[src/alrp_pkg.sv]
// Package for the absolute-loader record parser.
// Holds the phase and event codes, the parser state and result types, and the
// stream constants. It depends on nothing.
`timescale 1ns / 1ps

package alrp_pkg;

	typedef enum logic [3:0] {
		PH_START    = 4'd0,
		PH_ZERO     = 4'd1,
		PH_ZERO_BAD = 4'd2,
		PH_CNT_LO   = 4'd3,
		PH_CNT_HI   = 4'd4,
		PH_ADR_LO   = 4'd5,
		PH_ADR_HI   = 4'd6,
		PH_DATA_LO  = 4'd7,
		PH_DATA_HI  = 4'd8,
		PH_CHECK    = 4'd9
	} phase_t;

	typedef enum logic [2:0] {
		EV_WORD = 3'd0,
		EV_OK   = 3'd1,
		EV_END  = 3'd2,
		EV_HDR  = 3'd3,
		EV_ODD  = 3'd4,
		EV_SUM  = 3'd5
	} event_t;

	localparam logic [7:0]  START_BYTE = 8'd1;
	localparam logic [7:0]  END_BYTE   = 8'd2;
	localparam logic [15:0] HDR_BYTES  = 16'd6;
	localparam logic [15:0] ADDR_STEP  = 16'd2;
	localparam logic [15:0] GROUP_MASK = 16'd15;
	localparam logic [15:0] MIN_RESET  = 16'hFFFF;

	typedef struct packed {
		phase_t      phase;
		logic [7:0]  running_sum;
		logic [15:0] bytes_left;
		logic [15:0] current_address;
		logic [15:0] previous_address;
		logic        first_in_record;
		logic [7:0]  held_low_byte;
		logic [15:0] record_count;
		logic [15:0] min_seen;
		logic [15:0] max_seen;
		logic        halted;
	} state_t;

	localparam state_t STATE_RESET = '{
		phase:            PH_START,
		running_sum:      8'd0,
		bytes_left:       16'd0,
		current_address:  16'd0,
		previous_address: 16'd0,
		first_in_record:  1'b1,
		held_low_byte:    8'd0,
		record_count:     16'd0,
		min_seen:         MIN_RESET,
		max_seen:         16'd0,
		halted:           1'b0
	};

	typedef struct packed {
		logic        valid;
		event_t      event_res;
		logic [15:0] load_address;
		logic [15:0] word_value;
		logic        new_group;
		logic [15:0] record_number;
		logic [15:0] lowest_address;
		logic [15:0] highest_address;
		logic [7:0]  sum_residue;
	} result_t;

endpackage

[src/alrp_ifs.sv]
// Channel interfaces for the absolute-loader record parser: the byte input,
// the result output and the floor register write port.
// Depends on nothing but the field widths of the stream.
`timescale 1ns / 1ps

interface alrp_byte_if;
	logic       valid;
	logic       ready;
	logic [7:0] data_byte;

	modport source (output valid, output data_byte, input ready);
	modport sink (input valid, input data_byte, output ready);
endinterface

interface alrp_res_if;
	logic        valid;
	logic        ready;
	logic [2:0]  event_res;
	logic [15:0] load_address;
	logic [15:0] word_value;
	logic        new_group;
	logic [15:0] record_number;
	logic [15:0] lowest_address;
	logic [15:0] highest_address;
	logic [7:0]  sum_residue;

	modport source (output valid, output event_res, output load_address,
		output word_value, output new_group, output record_number,
		output lowest_address, output highest_address, output sum_residue,
		input ready);
	modport sink (input valid, input event_res, input load_address,
		input word_value, input new_group, input record_number,
		input lowest_address, input highest_address, input sum_residue,
		output ready);
endinterface

interface alrp_cfg_if;
	logic        valid;
	logic        ready;
	logic [15:0] min_address_floor;

	modport source (output valid, output min_address_floor, input ready);
	modport sink (input valid, input min_address_floor, output ready);
endinterface

[src/alrp_step.sv]
// Next-state and result logic of the record parser for one stream byte.
// Depends on alrp_pkg for the state, result and code definitions.
`timescale 1ns / 1ps

module alrp_step (
	input  alrp_pkg::state_t  cur,
	input  logic [7:0]        data_byte,
	input  logic [15:0]       floor,
	output alrp_pkg::state_t  nxt,
	output alrp_pkg::result_t res
);

	logic [7:0]  sum;
	logic [15:0] addr_full;
	logic [15:0] left_dec;
	logic [15:0] left_hdr;
	logic        word_grp;
	logic [15:0] word_min;
	logic [15:0] word_max;
	logic [15:0] word_val;
	logic        emit_word;

	assign sum       = ((cur.phase == alrp_pkg::PH_START) ? 8'd0 : cur.running_sum) + data_byte;
	assign addr_full = {data_byte, cur.current_address[7:0]};
	assign left_dec  = cur.bytes_left - 16'd1;
	assign left_hdr  = cur.bytes_left - alrp_pkg::HDR_BYTES;

	assign word_grp = ((cur.current_address & alrp_pkg::GROUP_MASK) == 16'd0)
		|| (cur.current_address != (cur.previous_address + alrp_pkg::ADDR_STEP))
		|| cur.first_in_record;
	assign word_min = ((cur.current_address < cur.min_seen) && (cur.current_address > floor))
		? cur.current_address : cur.min_seen;
	assign word_max = (cur.current_address > cur.max_seen) ? cur.current_address : cur.max_seen;

	always_comb begin
		nxt       = cur;
		emit_word = 1'b0;
		word_val  = 16'd0;
		res                 = '0;
		res.event_res       = alrp_pkg::EV_WORD;
		res.record_number   = cur.record_count;
		res.lowest_address  = cur.min_seen;
		res.highest_address = cur.max_seen;

		if (!cur.halted) begin
			nxt.running_sum = sum;
			unique case (cur.phase)
				alrp_pkg::PH_START: begin
					if (data_byte == alrp_pkg::END_BYTE) begin
						res.valid     = 1'b1;
						res.event_res = alrp_pkg::EV_END;
						nxt.halted    = 1'b1;
					end else begin
						nxt.phase = (data_byte == alrp_pkg::START_BYTE)
							? alrp_pkg::PH_ZERO : alrp_pkg::PH_ZERO_BAD;
					end
				end
				alrp_pkg::PH_ZERO, alrp_pkg::PH_ZERO_BAD: begin
					if ((cur.phase == alrp_pkg::PH_ZERO_BAD) || (data_byte != 8'd0)) begin
						res.valid     = 1'b1;
						res.event_res = alrp_pkg::EV_HDR;
						nxt.halted    = 1'b1;
					end else begin
						nxt.phase = alrp_pkg::PH_CNT_LO;
					end
				end
				alrp_pkg::PH_CNT_LO: begin
					nxt.bytes_left = {8'd0, data_byte};
					nxt.phase      = alrp_pkg::PH_CNT_HI;
				end
				alrp_pkg::PH_CNT_HI: begin
					nxt.bytes_left = {data_byte, cur.bytes_left[7:0]};
					nxt.phase      = alrp_pkg::PH_ADR_LO;
				end
				alrp_pkg::PH_ADR_LO: begin
					nxt.current_address = {8'd0, data_byte};
					nxt.phase           = alrp_pkg::PH_ADR_HI;
				end
				alrp_pkg::PH_ADR_HI: begin
					nxt.current_address = addr_full;
					if (addr_full[0]) begin
						res.valid     = 1'b1;
						res.event_res = alrp_pkg::EV_ODD;
						nxt.halted    = 1'b1;
					end else if (cur.bytes_left < alrp_pkg::HDR_BYTES) begin
						res.valid     = 1'b1;
						res.event_res = alrp_pkg::EV_HDR;
						nxt.halted    = 1'b1;
					end else begin
						nxt.bytes_left      = left_hdr;
						nxt.first_in_record = 1'b1;
						nxt.phase = (left_hdr != 16'd0) ? alrp_pkg::PH_DATA_LO : alrp_pkg::PH_CHECK;
					end
				end
				alrp_pkg::PH_DATA_LO: begin
					nxt.bytes_left = left_dec;
					if (left_dec == 16'd0) begin
						emit_word = 1'b1;
						word_val  = {8'd0, data_byte};
						nxt.phase = alrp_pkg::PH_CHECK;
					end else begin
						nxt.held_low_byte = data_byte;
						nxt.phase         = alrp_pkg::PH_DATA_HI;
					end
				end
				alrp_pkg::PH_DATA_HI: begin
					nxt.bytes_left = left_dec;
					emit_word      = 1'b1;
					word_val       = {data_byte, cur.held_low_byte};
					nxt.phase = (left_dec != 16'd0) ? alrp_pkg::PH_DATA_LO : alrp_pkg::PH_CHECK;
				end
				alrp_pkg::PH_CHECK: begin
					res.valid = 1'b1;
					if (sum != 8'd0) begin
						res.event_res   = alrp_pkg::EV_SUM;
						res.sum_residue = sum;
						nxt.halted      = 1'b1;
					end else begin
						res.event_res    = alrp_pkg::EV_OK;
						nxt.record_count = cur.record_count + 16'd1;
						nxt.phase        = alrp_pkg::PH_START;
					end
				end
				default: begin
					nxt.phase = alrp_pkg::PH_START;
				end
			endcase

			if (emit_word) begin
				nxt.min_seen         = word_min;
				nxt.max_seen         = word_max;
				nxt.previous_address = cur.current_address;
				nxt.current_address  = cur.current_address + alrp_pkg::ADDR_STEP;
				nxt.first_in_record  = 1'b0;
				res.valid            = 1'b1;
				res.event_res        = alrp_pkg::EV_WORD;
				res.load_address     = cur.current_address;
				res.word_value       = word_val;
				res.new_group        = word_grp;
				res.lowest_address   = word_min;
				res.highest_address  = word_max;
			end
		end
	end

endmodule

[src/absolute_loader_record_parser.sv]
// An accepted byte is registered in s1; its result passes the combinational step into s2.
// Throughput: one byte per cycle while no waiting result stalls the pipeline.
// A byte that makes no word or event gives no beat; a waiting result stalls only the s1 stage.
// Reset clears the parser state, the floor register and both valid flags at once.
// After stream end or an error the parser halts and drops every byte until reset.
// Depends on alrp_pkg, the channel interfaces and alrp_step.
`timescale 1ns / 1ps

module absolute_loader_record_parser (
	input  logic          clk,
	input  logic          arst_n,
	alrp_byte_if.sink     bytes,
	alrp_cfg_if.sink      cfg,
	alrp_res_if.source    results
);

	logic              valid_s1;
	logic [7:0]        byte_s1;
	logic              res_valid_s2;
	alrp_pkg::result_t res_s2;
	alrp_pkg::state_t  state_q;
	alrp_pkg::state_t  state_nxt;
	alrp_pkg::result_t res_nxt;
	logic [15:0]       floor_q;
	logic              advance;

	assign advance     = !res_valid_s2 || results.ready;
	assign bytes.ready = !valid_s1 || advance;
	assign cfg.ready   = 1'b1;

	alrp_step u_step (
		.cur       (state_q),
		.data_byte (byte_s1),
		.floor     (floor_q),
		.nxt       (state_nxt),
		.res       (res_nxt)
	);

	always_ff @(posedge clk or negedge arst_n) begin
		if (!arst_n) begin
			floor_q <= 16'd0;
		end else if (cfg.valid) begin
			floor_q <= cfg.min_address_floor;
		end
	end

	always_ff @(posedge clk or negedge arst_n) begin
		if (!arst_n) begin
			valid_s1 <= 1'b0;
		end else if (bytes.valid && bytes.ready) begin
			valid_s1 <= 1'b1;
		end else if (advance) begin
			valid_s1 <= 1'b0;
		end
	end

	always_ff @(posedge clk) begin
		if (bytes.valid && bytes.ready) begin
			byte_s1 <= bytes.data_byte;
		end
	end

	always_ff @(posedge clk or negedge arst_n) begin
		if (!arst_n) begin
			state_q      <= alrp_pkg::STATE_RESET;
			res_valid_s2 <= 1'b0;
		end else if (advance) begin
			res_valid_s2 <= valid_s1 && res_nxt.valid;
			if (valid_s1) begin
				state_q <= state_nxt;
			end
		end
	end

	always_ff @(posedge clk) begin
		if (advance && valid_s1) begin
			res_s2 <= res_nxt;
		end
	end

	assign results.valid           = res_valid_s2;
	assign results.event_res       = res_s2.event_res;
	assign results.load_address    = res_s2.load_address;
	assign results.word_value      = res_s2.word_value;
	assign results.new_group       = res_s2.new_group;
	assign results.record_number   = res_s2.record_number;
	assign results.lowest_address  = res_s2.lowest_address;
	assign results.highest_address = res_s2.highest_address;
	assign results.sum_residue     = res_s2.sum_residue;

	a_halt_sticks: assert property (@(posedge clk) disable iff (!arst_n)
		state_q.halted |=> state_q.halted)
		else $error("parser left the halted state without reset");

	a_s1_free_takes_byte: assert property (@(posedge clk) disable iff (!arst_n)
		!valid_s1 |-> bytes.ready)
		else $error("input stalled although the input stage is empty");

	a_event_no_word: assert property (@(posedge clk) disable iff (!arst_n)
		(res_valid_s2 && (res_s2.event_res != alrp_pkg::EV_WORD))
		|-> ((res_s2.load_address == 16'd0) && (res_s2.word_value == 16'd0)
			&& !res_s2.new_group))
		else $error("non-word event carries word fields");

	a_word_within_max: assert property (@(posedge clk) disable iff (!arst_n)
		(res_valid_s2 && (res_s2.event_res == alrp_pkg::EV_WORD))
		|-> (res_s2.highest_address >= res_s2.load_address))
		else $error("highest address below the emitted word address");

endmodule

[src/flat_wrapper.sv]
// flat-port wrapper written by rule: the top's interface ports become plain ports
module absolute_loader_record_parser_flat 
  (clk, arst_n, bytes_valid, bytes_data_byte, bytes_ready, cfg_valid, cfg_min_address_floor, cfg_ready, results_valid, results_event_res, results_load_address, results_word_value, results_new_group, results_record_number, results_lowest_address, results_highest_address, results_sum_residue, results_ready);
  alrp_byte_if bytes_i ();
  alrp_cfg_if cfg_i ();
  alrp_res_if results_i ();
  input  logic clk;
  input  logic arst_n;
  input wire logic [$bits(bytes_i.valid)-1:0] bytes_valid;
  input wire logic [$bits(bytes_i.data_byte)-1:0] bytes_data_byte;
  output wire logic [$bits(bytes_i.ready)-1:0] bytes_ready;
  input wire logic [$bits(cfg_i.valid)-1:0] cfg_valid;
  input wire logic [$bits(cfg_i.min_address_floor)-1:0] cfg_min_address_floor;
  output wire logic [$bits(cfg_i.ready)-1:0] cfg_ready;
  output wire logic [$bits(results_i.valid)-1:0] results_valid;
  output wire logic [$bits(results_i.event_res)-1:0] results_event_res;
  output wire logic [$bits(results_i.load_address)-1:0] results_load_address;
  output wire logic [$bits(results_i.word_value)-1:0] results_word_value;
  output wire logic [$bits(results_i.new_group)-1:0] results_new_group;
  output wire logic [$bits(results_i.record_number)-1:0] results_record_number;
  output wire logic [$bits(results_i.lowest_address)-1:0] results_lowest_address;
  output wire logic [$bits(results_i.highest_address)-1:0] results_highest_address;
  output wire logic [$bits(results_i.sum_residue)-1:0] results_sum_residue;
  input wire logic [$bits(results_i.ready)-1:0] results_ready;
  assign bytes_i.valid = bytes_valid;
  assign bytes_i.data_byte = bytes_data_byte;
  assign bytes_ready = bytes_i.ready;
  assign cfg_i.valid = cfg_valid;
  assign cfg_i.min_address_floor = cfg_min_address_floor;
  assign cfg_ready = cfg_i.ready;
  assign results_valid = results_i.valid;
  assign results_event_res = results_i.event_res;
  assign results_load_address = results_i.load_address;
  assign results_word_value = results_i.word_value;
  assign results_new_group = results_i.new_group;
  assign results_record_number = results_i.record_number;
  assign results_lowest_address = results_i.lowest_address;
  assign results_highest_address = results_i.highest_address;
  assign results_sum_residue = results_i.sum_residue;
  assign results_i.ready = results_ready;
  absolute_loader_record_parser u_core (.clk(clk), .arst_n(arst_n), .bytes(bytes_i), .cfg(cfg_i), .results(results_i));
endmodule
[config.mk]
export PLATFORM = sky130hd
export DESIGN_NAME = absolute_loader_record_parser_flat
export DESIGN_NICKNAME = d
export VERILOG_FILES = /design/src/alrp_pkg.sv /design/src/alrp_ifs.sv /design/src/alrp_step.sv /design/src/absolute_loader_record_parser.sv /design/src/flat_wrapper.sv
export SDC_FILE = /design/constraint.sdc
export NUM_CORES = 1
export LEC_CHECK = 0
export BUFFER_PORTS_ARGS = -buffer_cell sky130_fd_sc_hd__clkbuf_2
export CORE_ASPECT_RATIO = 0.9
export CORE_MARGIN = 2
export CORE_UTILIZATION = 65
export CTS_CLUSTER_SIZE = 24
export DETAILED_ROUTE_END_ITERATION = 7
export PLACE_DENSITY = 0.94
export SYNTH_ARGS = -nofsm -noshare
export SYNTH_HDL_FRONTEND = slang
export SYNTH_HIERARCHICAL = 1
export SYNTH_SLANG_ARGS = --single-unit
[constraint.sdc]
create_clock -name clk -period 10 [get_ports clk]
set_input_delay 1.5 -clock clk [delete_from_list [all_inputs] [get_ports clk]]
set_output_delay 1.5 -clock clk [all_outputs]
set_load 0.03 [all_outputs]
After elaboration in Yosys (flattened, before gate mapping)
Index checks and enable logic that the tools add are counted.
{ "word_totals": {"n_memories": 0, "mem_bits_ro": 0, "word_cells": 148, "latchBits": 0, "mem_bits_rw": 0, "reg_bits": 236, "inputBits": 29} }
{ "classes": {"n_addsub": 6, "n_shift": 0, "bitwise_logic": 6, "multipliers": 0, "n_eq_ne": 20, "n_reduce_logical": 40, "magnitude_cmp": 4, "div": 0, "mux": 47} }
{ "op_table": {"columns": ["cell", "count"], "rows": [
  ["two-way mux 37 bit", 2],
  ["two-way mux 16 bit", 4],
  ["case mux 16 bit (2 select lines)", 2],
  ["case mux 16 bit (4 select lines)", 1],
  ["two-way mux 4 bit", 11],
  ["two-way mux 40 bit", 1],
  ["case mux 4 bit (9 select lines)", 1],
  ["two-way mux 33 bit", 1],
  ["adder 16 x 2 -> 16 bit, second input constant", 2],
  ["greater-than comparator 16 bit", 2],
  ["logical NOT 16 bit", 2],
  ["two-way mux 32 bit", 1],
  ["two-way mux 8 bit", 4],
  ["nonzero test 16 bit", 2],
  ["adder 16 x 1 -> 16 bit, second input constant", 1],
  ["equality test 4 x 3 -> 1 bit, second input constant", 4],
  ["< comparator 16 bit", 1],
  ["< comparator 16 x 3 -> 1 bit, second input constant", 1],
  ["!= test 16 bit", 1],
  ["case mux 4 bit (4 select lines)", 1],
  ["nonzero test 8 bit", 2],
  ["subtractor 16 x 1 -> 16 bit, second input constant", 1],
  ["subtractor 16 x 3 -> 16 bit, second input constant", 1],
  ["AND reduction 5 bit", 3],
  ["29 further kinds", 71]
]} }

Depth between registers and ports, before layout
Gate-level depths: netlist of the first run.
{ "depth": {"word_depth": 9, "ltp_mapped": 15, "ltp_nobuf": 13} }

Hierarchy
The synthesis of the first run kept the hierarchy.
{ "modules_own_cells": {"columns": ["mod", "cells_per_inst", "seq_area_each_um2", "n_inst", "area_each_um2"], "rows": [
  ["absolute_loader_record_parser", 395, 6427.4, 1, 8557.0],
  ["alrp_step", 920, 0.0, 1, 6185.9]
]} }

Worst setup path before layout of the first run
OpenSTA, ideal clock, no wires.
{ "synth_path": {"path_type": "input to register", "from": "in results_ready", "to": "reg u_core.res_s2 (netlist bit u_core/results.event_res[0]), enable pin", "arrival_ps": 3776, "path_buffers": 2, "required_time_ps": 9554, "cell_stages": 5, "setup_slack_ps": 5778, "setup_ps": 446, "cell_sequence": "nand2b_1 > nand2_2 > buf_6 > buf_6 > inv_1"} }
{ "synth_via": {"elab_chain_len": 2} }
{ "synth_rtl": {"columns": ["item", "line_no", "source"], "rows": [
  ["start: declaration", "flat_wrapper.sv:24", "input wire logic [$bits(results_i.ready)-1:0] results_ready;"],
  ["logical OR 1 bit", "absolute_loader_record_parser.sv:27", "assign advance = !res_valid_s2 || results.ready;"],
  ["logical AND 1 bit", "absolute_loader_record_parser.sv:76", "if (advance && valid_s1) begin"],
  ["end signal: assignment", "absolute_loader_record_parser.sv:77", "res_s2 <= res_nxt;"],
  ["end: declaration", "absolute_loader_record_parser.sv:20", "alrp_pkg::result_t res_s2;"]
]} }
No other way between the ends.
A chain may end at the register's enable or synchronous reset.

Worst setup path in the final report of the first run
{ "layout_path": {"from": "reg u_core/state_q[114] (netlist bit)", "to": "reg u_core/state_q[117] (netlist bit)"} }
{ "layout_via": {"elab_chain_len": 6, "word_cells_on_any_way": 22} }
{ "layout_rtl": {"columns": ["item", "line_no", "source"], "rows": [
  ["start: declaration", "absolute_loader_record_parser.sv:21", "alrp_pkg::state_t state_q;"],
  ["start signal: assignment", "absolute_loader_record_parser.sv:65", "state_q <= alrp_pkg::STATE_RESET;"],
  ["start signal: assignment", "absolute_loader_record_parser.sv:70", "state_q <= state_nxt;"],
  ["logical NOT 4 bit", "alrp_step.sv:23, alrp_step.sv:47", null],
  ["two-way mux 8 bit", "alrp_step.sv:23", "assign sum = ((cur.phase == alrp_pkg::PH_START) ? 8'd0 : cur.running_sum) + data_byte;"],
  ["adder 8 bit", "alrp_step.sv:23", null],
  ["nonzero test 8 bit", "alrp_step.sv:114", "if (sum != 8'd0) begin"],
  ["!= test 2 bit (no source line)", null, null],
  ["AND reduction 8 bit (no source line)", null, null]
]} }
Parallel ways exist; a longest one is shown, timed or not.

==> results_dict.tcl, run 1 <==
set metrics [dict create \
    root_buffer "clkbuf_16" \
    cts-resized-gates 0 \
    fin_crit_sh_pct 45.1 \
    grt_setup_unrepaired "no" \
    synth_warnings 6 \
    final_nets 1448 \
    hp-class "reg2reg" \
    numPortBuffers 122 \
    dr.pass1.iters 7 \
    fin_crit_ns 4.51 \
    synth-edff-count 100 \
    synth_seq_cells 236 \
    p_switching_uw 1430 \
    drive_above_1_share_pct 28.9 \
    start_util_pct 65.9 \
    power_frac_clock_pct 26.2 \
    critical_path_buf_inv_count 2 \
    tritoncts.num_buffers 25 \
    internal-power_uw 2240 \
    arrival_ns 4.93 \
    vias 11100 \
    ant_nets 0 \
    grt_pass1_wl_um 60200 \
    cts_tree "built" \
    p_leak_uw 0.00722 \
    outcome "completed" \
    p_seq_share_pct 34.5 \
    die_area_um2 23900 \
    synthCells 1315 \
    htreeDepth 1 \
    worstMarginPinSlew_ns 1.28 \
    place.gp.congestion 0.977 \
    pin_count 124 \
    clockBufferDepth 3 \
    die_x_um 163 \
    combinationalPowerShare_pct 39.3 \
    finalHoldViolCount 0 \
    num_rows 52 \
    setup-tns-final_ns 0 \
    drv_slew 0 \
    ys_async_sr_fraction_pct 57.6 \
    clk_latency_ns 0.54 \
    coreArea_um2 22400 \
    switching_share_pct 39.0 \
    finalSetupViolCount 0 \
    grt_overflow 0 \
    grt_max_degree 85 \
    finClkSkew_ns 0.0183 \
    drt-total-wl_um 38100 \
    dp.final_hpwl_um 24200 \
    yosysSeqAreaShare_pct 43.6 \
    die_h_um 147 \
    power_uw 3670 \
    max_stage_delay_ns 0.66 \
    antenna_found_initial 0 \
    avgSynthCellArea_um2 11.2 \
    n_antenna_cell 0 \
    relSlewSlack_pct 13.8 \
    drv_cap 0 \
    ir_worst_vdd_uv 200 \
    cts_setup_buffers 0 \
    gr-usage-all-layers_pct 31.8 \
    cp_cell_sequence "nor4_1 > buf_4 > nand2b_1 > inv_1 > ha_1 > a211oi_1 > nor2_1 > xnor2_1 > nor3b_1 > nand4_1 > and2_1 > o41a_1 > mux2_4" \
    cp_slowest_cell "nand4_1" \
    power_density_nw_per_um2 230 \
    critPathTopFamily "simple AND/OR/NAND/NOR gates" \
    cp-start-kind "flop" \
    vias_per_cell 6.65 \
    max_freq_mhz 222 \
    drt_iter0_markers 1471 \
    avgRoutedWirePerCell_um 22.8 \
    synth_top_flop_cell "dfrtp_1" \
    grt_pass1_vias 11200 \
    area_growth_pct 8.15 \
    critPathMaxFanout 19 \
    critPathRequiredTime_ns 10.42 \
    synth.net_count 1407 \
    synth_cell_type_count 83 \
    drc_errors 0 \
    syn-cell-area_um2 14700 \
    hold_buffers 0 \
    clk_pin_slew_ns 0.07 \
    clock-sinks 236 \
    fill_cells 1471 \
    cp-end-kind "flop" \
    path_class "reg2reg" \
]
worst paths after layout:
| check | from | endpoint | slack (ns) | depth (start not counted) |
|---|---|---|---|---|
| min in group asynchronous | arst_n | u_core/floor_q[9] | 1.00 | 1 |
| max | u_core/state_q[114] | u_core/state_q[117] | 5.49 | 13 |
| max reg2reg | u_core/state_q[114] | u_core/state_q[117] | 5.49 | 13 |
| min | u_core/state_q[48] | u_core/results.record_number[15] | 0.49 | 0 |
| min reg2reg | u_core/state_q[48] | u_core/results.record_number[15] | 0.49 | 0 |
| max in group asynchronous | arst_n | u_core/state_q[0] | 7.64 | 2 |
cells by family (layout without fill, tap and decap cells):
family / after synthesis / count (layout) / share of synthesized area [%]
flops: 236 / 236 / 43.6
simple gates: 375 / 375 / 13.7
xor+xnor: 60 / 60 / 3.56
fa+ha+maj: 63 / 63 / 5.40
other cells: 1 / 1 / 0.0254
mux: 193 / 193 / 17.5
compound gates: 202 / 202 / 9.46
buf+inv: 185 / 245 / 6.79
registers in the layout, indices dropped and copies added, names as in the netlist:
register                        cells
u_core/state_q                    118
u_core/floor_q                     16
u_core/results.highest_address     16
u_core/results.load_address        16
u_core/results.lowest_address      16
u_core/results.record_number       16
u_core/results.word_value          16
u_core/byte_s1                      8
u_core/results.sum_residue          8
u_core/results.event_res            3
u_core/results.new_group            1
u_core/results.valid                1
u_core/valid_s1                     1
cells in the mapped netlist (all sizes together) (13+ instances only):
master	instances	area share, %
a21oi	37	1.3
inv	62	1.6
ha	62	5.3
nor2b	19	0.81
o21ai	45	1.6
nand2	61	1.6
clkbuf	43	1.1
and3	37	1.6
xnor2	24	1.4
a22oi	13	0.66
edfxtp	100	20
nand3	39	1.4
mux2	187	17
dfstp	17	3.0
dfrtp	119	20
xor2	36	2.1
nand4	22	1.0
nor2	76	2.0
buf	80	4.1
nor3	41	1.4
nand2b	13	0.55
nor4	13	0.65
routing by layer:
metal	vias to the layer above	global-route usage (%)	part of all wire, %	routed length (um)
met4	0	13.7	4.6	1730
li1	4876	-	-	-
met2	693	51.9	47	18000
met1	5390	42.5	39	14800
met3	161	5.05	9.2	3510
met5	-	0	0	0
cell type report:
cell class	count	area, um^2	area share (%)
Inverter	62	234	1.47
Clock inverter	19	214	1.34
Timing Repair Buffer	137	729	4.58
Clock buffer	27	633	3.97
Multi-Input combinational cell	894	7330	46.0
Tap cell	297	372	2.33
Sequential cell	236	6430	40.3
cells in the final DEF (no fill, tap or decap), types with 37 or more instances in the layout:
cell and n:
ha_1 62, mux2_2 70, nor2_1 75, and3_1 37
nand3_1 38, inv_1 61, mux2_4 109, o21ai_0 43
edfxtp_1 100, nor3_1 40, dfrtp_1 118, clkbuf_2 121
nand2_1 60
worst reg2reg max path, stage by stage (launching register included):
cell,delay [ns]
dfrtp_1,0.58
nor4_1,0.35
buf_4,0.22
nand2b_1,0.17
inv_1,0.06
ha_1,0.26
a211oi_1,0.33
nor2_1,0.11
xnor2_1,0.25
nor3b_1,0.26
nand4_1,0.66
and2_1,0.47
o41a_1,0.41
mux2_4,0.27
power by group through the flow:
stage	logic, uW	registers (uW)	clock network, uW
after floorplan	1090	1210	0
after global placement	1350	1270	0
after detailed placement	1380	1280	0
after CTS	1400	1260	974
after global routing	1570	1280	1010
final	1440	1270	963
per-stage QoR:
| step | instances | instance area (um^2) | util [%] | hold slack [ns] | setup WS, ns |
|---|---|---|---|---|---|
| 2_1_floorplan | 1315 | 14700 | - | 0.476 | 5.78 |
| 3_3_place_gp | 1626 | 15100 | 67.5 | 0.475 | 5.73 |
| 3_5_place_dp | 1626 | 15100 | 67.5 | 0.485 | 5.65 |
| 4_1_cts | 1672 | 15900 | 71.2 | 0.497 | 5.57 |
| 5_1_grt | 1672 | 15900 | 71.2 | 0.510 | 5.33 |
| 6_report | 1672 | 15900 | 71.2 | 0.494 | 5.49 |
No activity file was read; power rests on OpenSTA's default activity.
==> run 2: changes to the inputs <==
--- a/config.mk
+++ b/config.mk
@@ -8,10 +8,10 @@
 export BUFFER_PORTS_ARGS = -buffer_cell sky130_fd_sc_hd__clkbuf_2
 export CORE_ASPECT_RATIO = 0.9
 export CORE_MARGIN = 2
-export CORE_UTILIZATION = 65
+export CORE_UTILIZATION = 55
 export CTS_CLUSTER_SIZE = 24
 export DETAILED_ROUTE_END_ITERATION = 7
-export PLACE_DENSITY = 0.94
+export PLACE_DENSITY = 0.85
 export SYNTH_ARGS = -nofsm -noshare
 export SYNTH_HDL_FRONTEND = slang
 export SYNTH_HIERARCHICAL = 1
==> constraint.sdc (replaced) <==
create_clock -name clk -period 3.66 [get_ports clk]
set_input_delay 0.549 -clock clk [delete_from_list [all_inputs] [get_ports clk]]
set_output_delay 0.549 -clock clk [all_outputs]
set_load 0.03 [all_outputs]
==> run 2 against run 1 <==
Compared with the run above: clock skew grew 0.0082 ns; via count grew 0.46%; non-clock buffer count increased by 52; first-iteration DRC count down 36%; critical path depth stayed put; maximum frequency is 26% higher; cell count is 6.1% higher; clock power rose to 2.7 times the previous value; die area is 18% higher; register-to-register slack got worse by 5.4 ns; count of clock-buffer cells in the layout is 13 higher; critical endpoint unchanged.
==> results_dict.tcl, run 2 (same netlist as run 1, synthesis figures left out) <==
set metrics [dict create \
    drv_cap 0 \
    root_buffer "clkbuf_16" \
    grt_max_degree 98 \
    fin_crit_ns 3.58 \
    internal-power_uw 6610 \
    drt_iter0_markers 940 \
    crit_start "u_core/state_q[117]" \
    finClkSkew_ns 0.0265 \
    dp.final_hpwl_um 25800 \
    critPathMaxFanout 5 \
    met1Wirelength_um 15600 \
    regArea_um2 6430 \
    r2r_cells 13 \
    antenna_found_initial 0 \
    max_freq_mhz 279 \
    regMostFlops "u_core/state_q" \
    tritoncts.num_buffers 25 \
    clk_pin_slew_ns 0.06 \
    r2r_start "u_core/state_q[117]" \
    vias 11200 \
    cts_tree "built" \
    hold_buffers 0 \
    grt_pass1_vias 11000 \
    avgRoutedWirePerCell_um 21.5 \
    pin_count 124 \
    gr-usage-all-layers_pct 26.5 \
    finalHoldViolCount 0 \
    dr.pass1.iters 8 \
    vias_per_cell 6.30 \
    place_inst 1723 \
    relSlewSlack_pct 25.7 \
    power_density_nw_per_um2 645 \
    clk_latency_ns 0.55 \
    ant_nets 0 \
    finalSetupViolCount 0 \
    switching_share_pct 38.1 \
    cp-end-kind "flop" \
    die_x_um 177 \
    p_leak_uw 0.00755 \
    cp-start-kind "flop" \
    outcome "completed" \
    p_switching_uw 4070 \
    dr.max_layer_used "met4" \
    r2r_end "u_core/state_q[117]" \
    clock-sinks 236 \
    htreeDepth 1 \
    grt_overflow 0 \
    final_common_cell "clkbuf_2" \
    worstMarginPinSlew_ns 1.11 \
    drv_slew 0 \
    ir_worst_vdd_uv 539 \
    path_class "reg2reg" \
    largest_reg_flops 118 \
    grt_pass1_wl_um 59700 \
    coreArea_um2 26200 \
    drt-total-wl_um 38100 \
    hp-class "in2async" \
    dr_wl_met2_um 17700 \
    area_growth_pct 12.4 \
    instances_no_fill 1774 \
    final_nets 1500 \
    wl_met3_um 3080 \
    p_seq_share_pct 31.0 \
    post-place-ws_ns 0.0891 \
    place.gp.congestion 0.979 \
    r2r_setup_slack_ns 0.08 \
    num_rows 56 \
    n_antenna_cell 0 \
    drive_above_1_share_pct 32.5 \
    start_util_pct 56.3 \
    numPortBuffers 122 \
    fill_cells 1993 \
    multiInputGateArea_um2 7470 \
    layout_setup_ws_ns 0.0769 \
    clockBufferDepth 3 \
    power_frac_clock_pct 24.6 \
    arrival_ns 4.02 \
    drc_errors 0 \
    endpoint "u_core/state_q[117]" \
    die_area_um2 28100 \
    combinationalPowerShare_pct 44.4 \
    die_h_um 159 \
    fin_crit_sh_pct 97.9 \
    timing.hold.ws_ns 0.0565 \
    final_cell_mix "clkbuf_2 (121), dfrtp_1 (118), mux2_4 (109)" \
    critPathRequiredTime_ns 4.09 \
]
==> run 2: routing by layer <==
layer  up-vias  GRT usage, %
met5         -             0
li1       4964             -
met1      5463          36.6
met2       599          41.9
met3       145          3.82
met4         0          11.4
==> run 2: cell type report <==
| type | instances | share of cell area [%] |
|---|---|---|
| multi-input cells | 894 | 45.1 |
| flip-flops and latches | 236 | 38.8 |
| inverters | 62 | 1.42 |
| clock inverters | 5 | 0.582 |
| well taps | 348 | 2.63 |
| clock buffers | 40 | 4.55 |
| repair buffers | 189 | 6.93 |
==> run 2: worst min-delay path by stage <==
stage	start	endpoint	slack [ns]	cells after the start
finish	arst_n	u_core/floor_q[11]	0.06	1
global route	arst_n	u_core/floor_q[10]	0.12	1
CTS	arst_n	u_core/floor_q[9]	0.09	1
detailed placement	u_core/state_q[48]	u_core/results.record_number[15]	0.49	0
global placement	u_core/state_q[48]	u_core/results.record_number[15]	0.48	0
floorplan	arst_n	u_core/floor_q[0]	0.25	0
==> run 2: metrics by stage <==
| step | cell area, um^2 | TNS [ns] | util [%] | total power [uW] |
|---|---|---|---|---|
| CTS | 16400 | 0 | 62.6 | 10400 |
| global route | 16600 | -0.0946 | 63.2 | 11200 |
| floorplan | 14800 | 0 | - | 6290 |
| detailed placement | 15500 | 0 | 59.3 | 7730 |
| finish | 16600 | 0 | 63.2 | 10700 |
| global placement | 15500 | 0 | 59.3 | 7620 |
==> run 2: power groups by stage <==
stage	combinational (uW)	sequential, uW	clock [uW]
floorplan	2980	3310	0
global placement	4290	3330	0
global route	5100	3340	2760
finish	4750	3310	2630
CTS	4440	3290	2670
detailed placement	4390	3340	0
==> run 2: worst max-delay path, cell delays in order, from the launching register on <==
cell,delay (ns)
dfrtp_1,0.42
nor4_4,0.38
buf_4,0.17
buf_4,0.13
nor2b_1,0.06
ha_1,0.31
inv_1,0.16
nor2_1,0.06
a221oi_1,0.34
o311a_4,0.27
nand4_1,0.22
and2_4,0.27
o41a_1,0.40
mux2_4,0.27
==> run 2: what timing repair did <==
action                     4_1_cts  5_1_grt
gates resized for setup          0       26
buffers inserted                 0        5
setup endpoints to repair        0       38
==> run 3: changes to the inputs <==
--- a/config.mk
+++ b/config.mk
@@ -8,10 +8,11 @@
 export BUFFER_PORTS_ARGS = -buffer_cell sky130_fd_sc_hd__clkbuf_2
 export CORE_ASPECT_RATIO = 0.9
 export CORE_MARGIN = 2
-export CORE_UTILIZATION = 55
+export CORE_UTILIZATION = 57
+export CTS_BUF_LIST = sky130_fd_sc_hd__clkbuf_2
 export CTS_CLUSTER_SIZE = 24
 export DETAILED_ROUTE_END_ITERATION = 7
-export PLACE_DENSITY = 0.85
+export PLACE_DENSITY = 0.88
 export SYNTH_ARGS = -nofsm -noshare
 export SYNTH_HDL_FRONTEND = slang
 export SYNTH_HIERARCHICAL = 1
==> run 3 against run 2 <==
Compared with the run above: clock skew increased by 0.17 ns; critical path depth unchanged; first-iteration DRC count rose by 36%; power fell by 9.5%; clock power down 31%; critical endpoint is now u_core/state_q[34]; largest cell class unchanged.
==> results_dict.tcl, run 3 (same netlist as run 1, synthesis figures left out) <==
set metrics [dict create \
    p_switching_uw 4040 \
    layout_setup_ws_ns 0.167 \
    pin_count 124 \
    cp_common_cell "buf_4" \
    drc_errors 0 \
    dr.pass1.iters 7 \
    path_class "reg2reg" \
    die_h_um 157 \
    die_x_um 174 \
    cp_cell_sequence "nor4_4 > nor2b_1 > ha_1 > or2_2 > o211ai_1 > or4b_4 > o311a_1 > nand4_1 > buf_4 > buf_4 > nand2b_4 > mux2_2 > mux2_4" \
    antenna_found_initial 1 \
    critical_path_buf_inv_count 2 \
    power_frac_clock_pct 18.8 \
    numPortBuffers 122 \
    final_nets 1569 \
    max_stage_delay_ns 0.49 \
    finalHoldViolCount 0 \
    cp-end-kind "flop" \
    gr-usage-all-layers_pct 27.3 \
    clk_latency_ns 0.97 \
    final_common_cell "clkbuf_2" \
    grt_pass1_wl_um 59100 \
    drv_cap 0 \
    fin_crit_sh_pct 95.4 \
    max_freq_mhz 286 \
    critPathRequiredTime_ns 4.40 \
    finalSetupViolCount 0 \
    hp-class "in2reg" \
    area_growth_pct 12.5 \
    critPathTopFamily "simple AND/OR/NAND/NOR gates" \
    die_area_um2 27200 \
    final_cell_mix "clkbuf_2 (214), dfrtp_1 (117), mux2_4 (109)" \
    ir_worst_vdd_uv 532 \
    ant_nets 0 \
    clockBufferDepth 3 \
    num_rows 55 \
    drive_above_1_share_pct 34.8 \
    drt_iter0_markers 1283 \
    outcome "completed" \
    clk_pin_slew_ns 0.17 \
    regMostFlops "u_core/state_q" \
    internal-power_uw 5620 \
    p_leak_uw 0.00773 \
    drv_slew 0 \
    vias 11500 \
    power_density_nw_per_um2 583 \
    place.gp.congestion 0.959 \
    vias_per_cell 6.12 \
    root_buffer "clkbuf_2" \
    worstMarginPinSlew_ns 0.872 \
    grt_setup_unrepaired "no" \
    largest_reg_flops 118 \
    cp_slowest_cell "or4b_4" \
    clock-sinks 236 \
    arrival_ns 4.24 \
    drt-total-wl_um 38100 \
    start_util_pct 58.4 \
    holdPathStages 2 \
    grt_max_degree 92 \
    cts_tree "built" \
    post-place-ws_ns 0.0332 \
    coreArea_um2 25300 \
    r2r_cells 13 \
    finClkSkew_ns 0.201 \
    avgRoutedWirePerCell_um 20.4 \
    dp.final_hpwl_um 25100 \
    fin_crit_ns 3.49 \
    grt_overflow 0 \
    grt_pass1_vias 11400 \
    cp-start-kind "flop" \
    cp_num_cells 13 \
    htreeDepth 2 \
    power_uw 9670 \
    combinationalPowerShare_pct 47.0 \
    tritoncts.num_buffers 59 \
    critPathMaxFanout 6 \
    relSlewSlack_pct 40.4 \
    p_seq_share_pct 34.2 \
    switching_share_pct 41.8 \
    setup-tns-final_ns 0 \
]
## run 3: changes by cell type in the layout (fill, tap and decap cells not counted), sizes merged
cell / change
diode: +1
clkinv: +16
clkbuf: +53
inv: -1
bufinv: -2
dlygate4sd3: +27
clkinvlp: +1
buf: +8
## run 3: path summary, 6_finish.rpt
kind / from / endpoint / slack, ns
max: u_core/state_q[117] / u_core/state_q[34] / 0.17
min in group asynchronous: arst_n / u_core/floor_q[7] / 0.23
min reg2reg: u_core/state_q[48] / u_core/results.record_number[15] / 0.51
max in group asynchronous: arst_n / u_core/state_q[117] / 2.40
min: cfg_valid / u_core/floor_q[5] / 0.19
max reg2reg: u_core/state_q[117] / u_core/state_q[34] / 0.17
## run 3: area by class of cell
type,instances,area [um^2]
inverters,62,234
flip-flops and latches,236,6430
well taps,342,428
multi-input cells,894,7440
clock inverters,19,87.6
clock buffers,93,465
repair buffers,224,1500
fillers,1844,8670
diodes,1,2.50
## run 3: through the flow
stage | instance area (um^2) | std cells | utilization, % | hold slack [ns]
detailed placement | 15600 | 1721 | 61.7 | 0.491
global route | 16600 | 1871 | 65.7 | 0.178
finish | 16600 | 1871 | 65.7 | 0.193
global placement | 15600 | 1721 | 61.7 | 0.481
floorplan | 14800 | 1315 | - | 0.253
CTS | 16400 | 1859 | 64.9 | 0.0146
## run 3: timing repair
| item | 4_1_cts | 5_1_grt |
|---|---|---|
| buffers inserted | 0 | 9 |
| resized for setup | 0 | 24 |
| setup endpoints to repair | 0 | 45 |
| hold buffers | 26 | 1 |
| hold endpoints to repair | 99 | 1 |
## run 3: worst register-to-register path, stage by stage, from the launching register on
cell and delay, ns:
dfrtp_1 0.42, nor4_4 0.38, nor2b_1 0.09, ha_1 0.36, or2_2 0.31, o211ai_1 0.13
or4b_4 0.49, o311a_1 0.16, nand4_1 0.10, buf_4 0.15, buf_4 0.11, nand2b_4 0.11
mux2_2 0.34, mux2_4 0.26
## run 3: power groups by stage
stage               clock (uW)  combinational, uW  sequential [uW]
global route              1980               4880             3340
floorplan                    0               2980             3310
CTS                       1840               4240             3290
detailed placement           0               4200             3340
global placement             0               4120             3330
finish                    1820               4540             3310
## run 3: layer usage
| layer | GRT usage [%] | up-vias | part of all wire (%) |
|---|---|---|---|
| met5 | 0 | - | 0 |
| met4 | 14.2 | 0 | 4.2 |
| met3 | 5.54 | 138 | 7.8 |
| met2 | 43.9 | 596 | 47 |
| met1 | 35.2 | 5582 | 41 |
| li1 | - | 5137 | - |
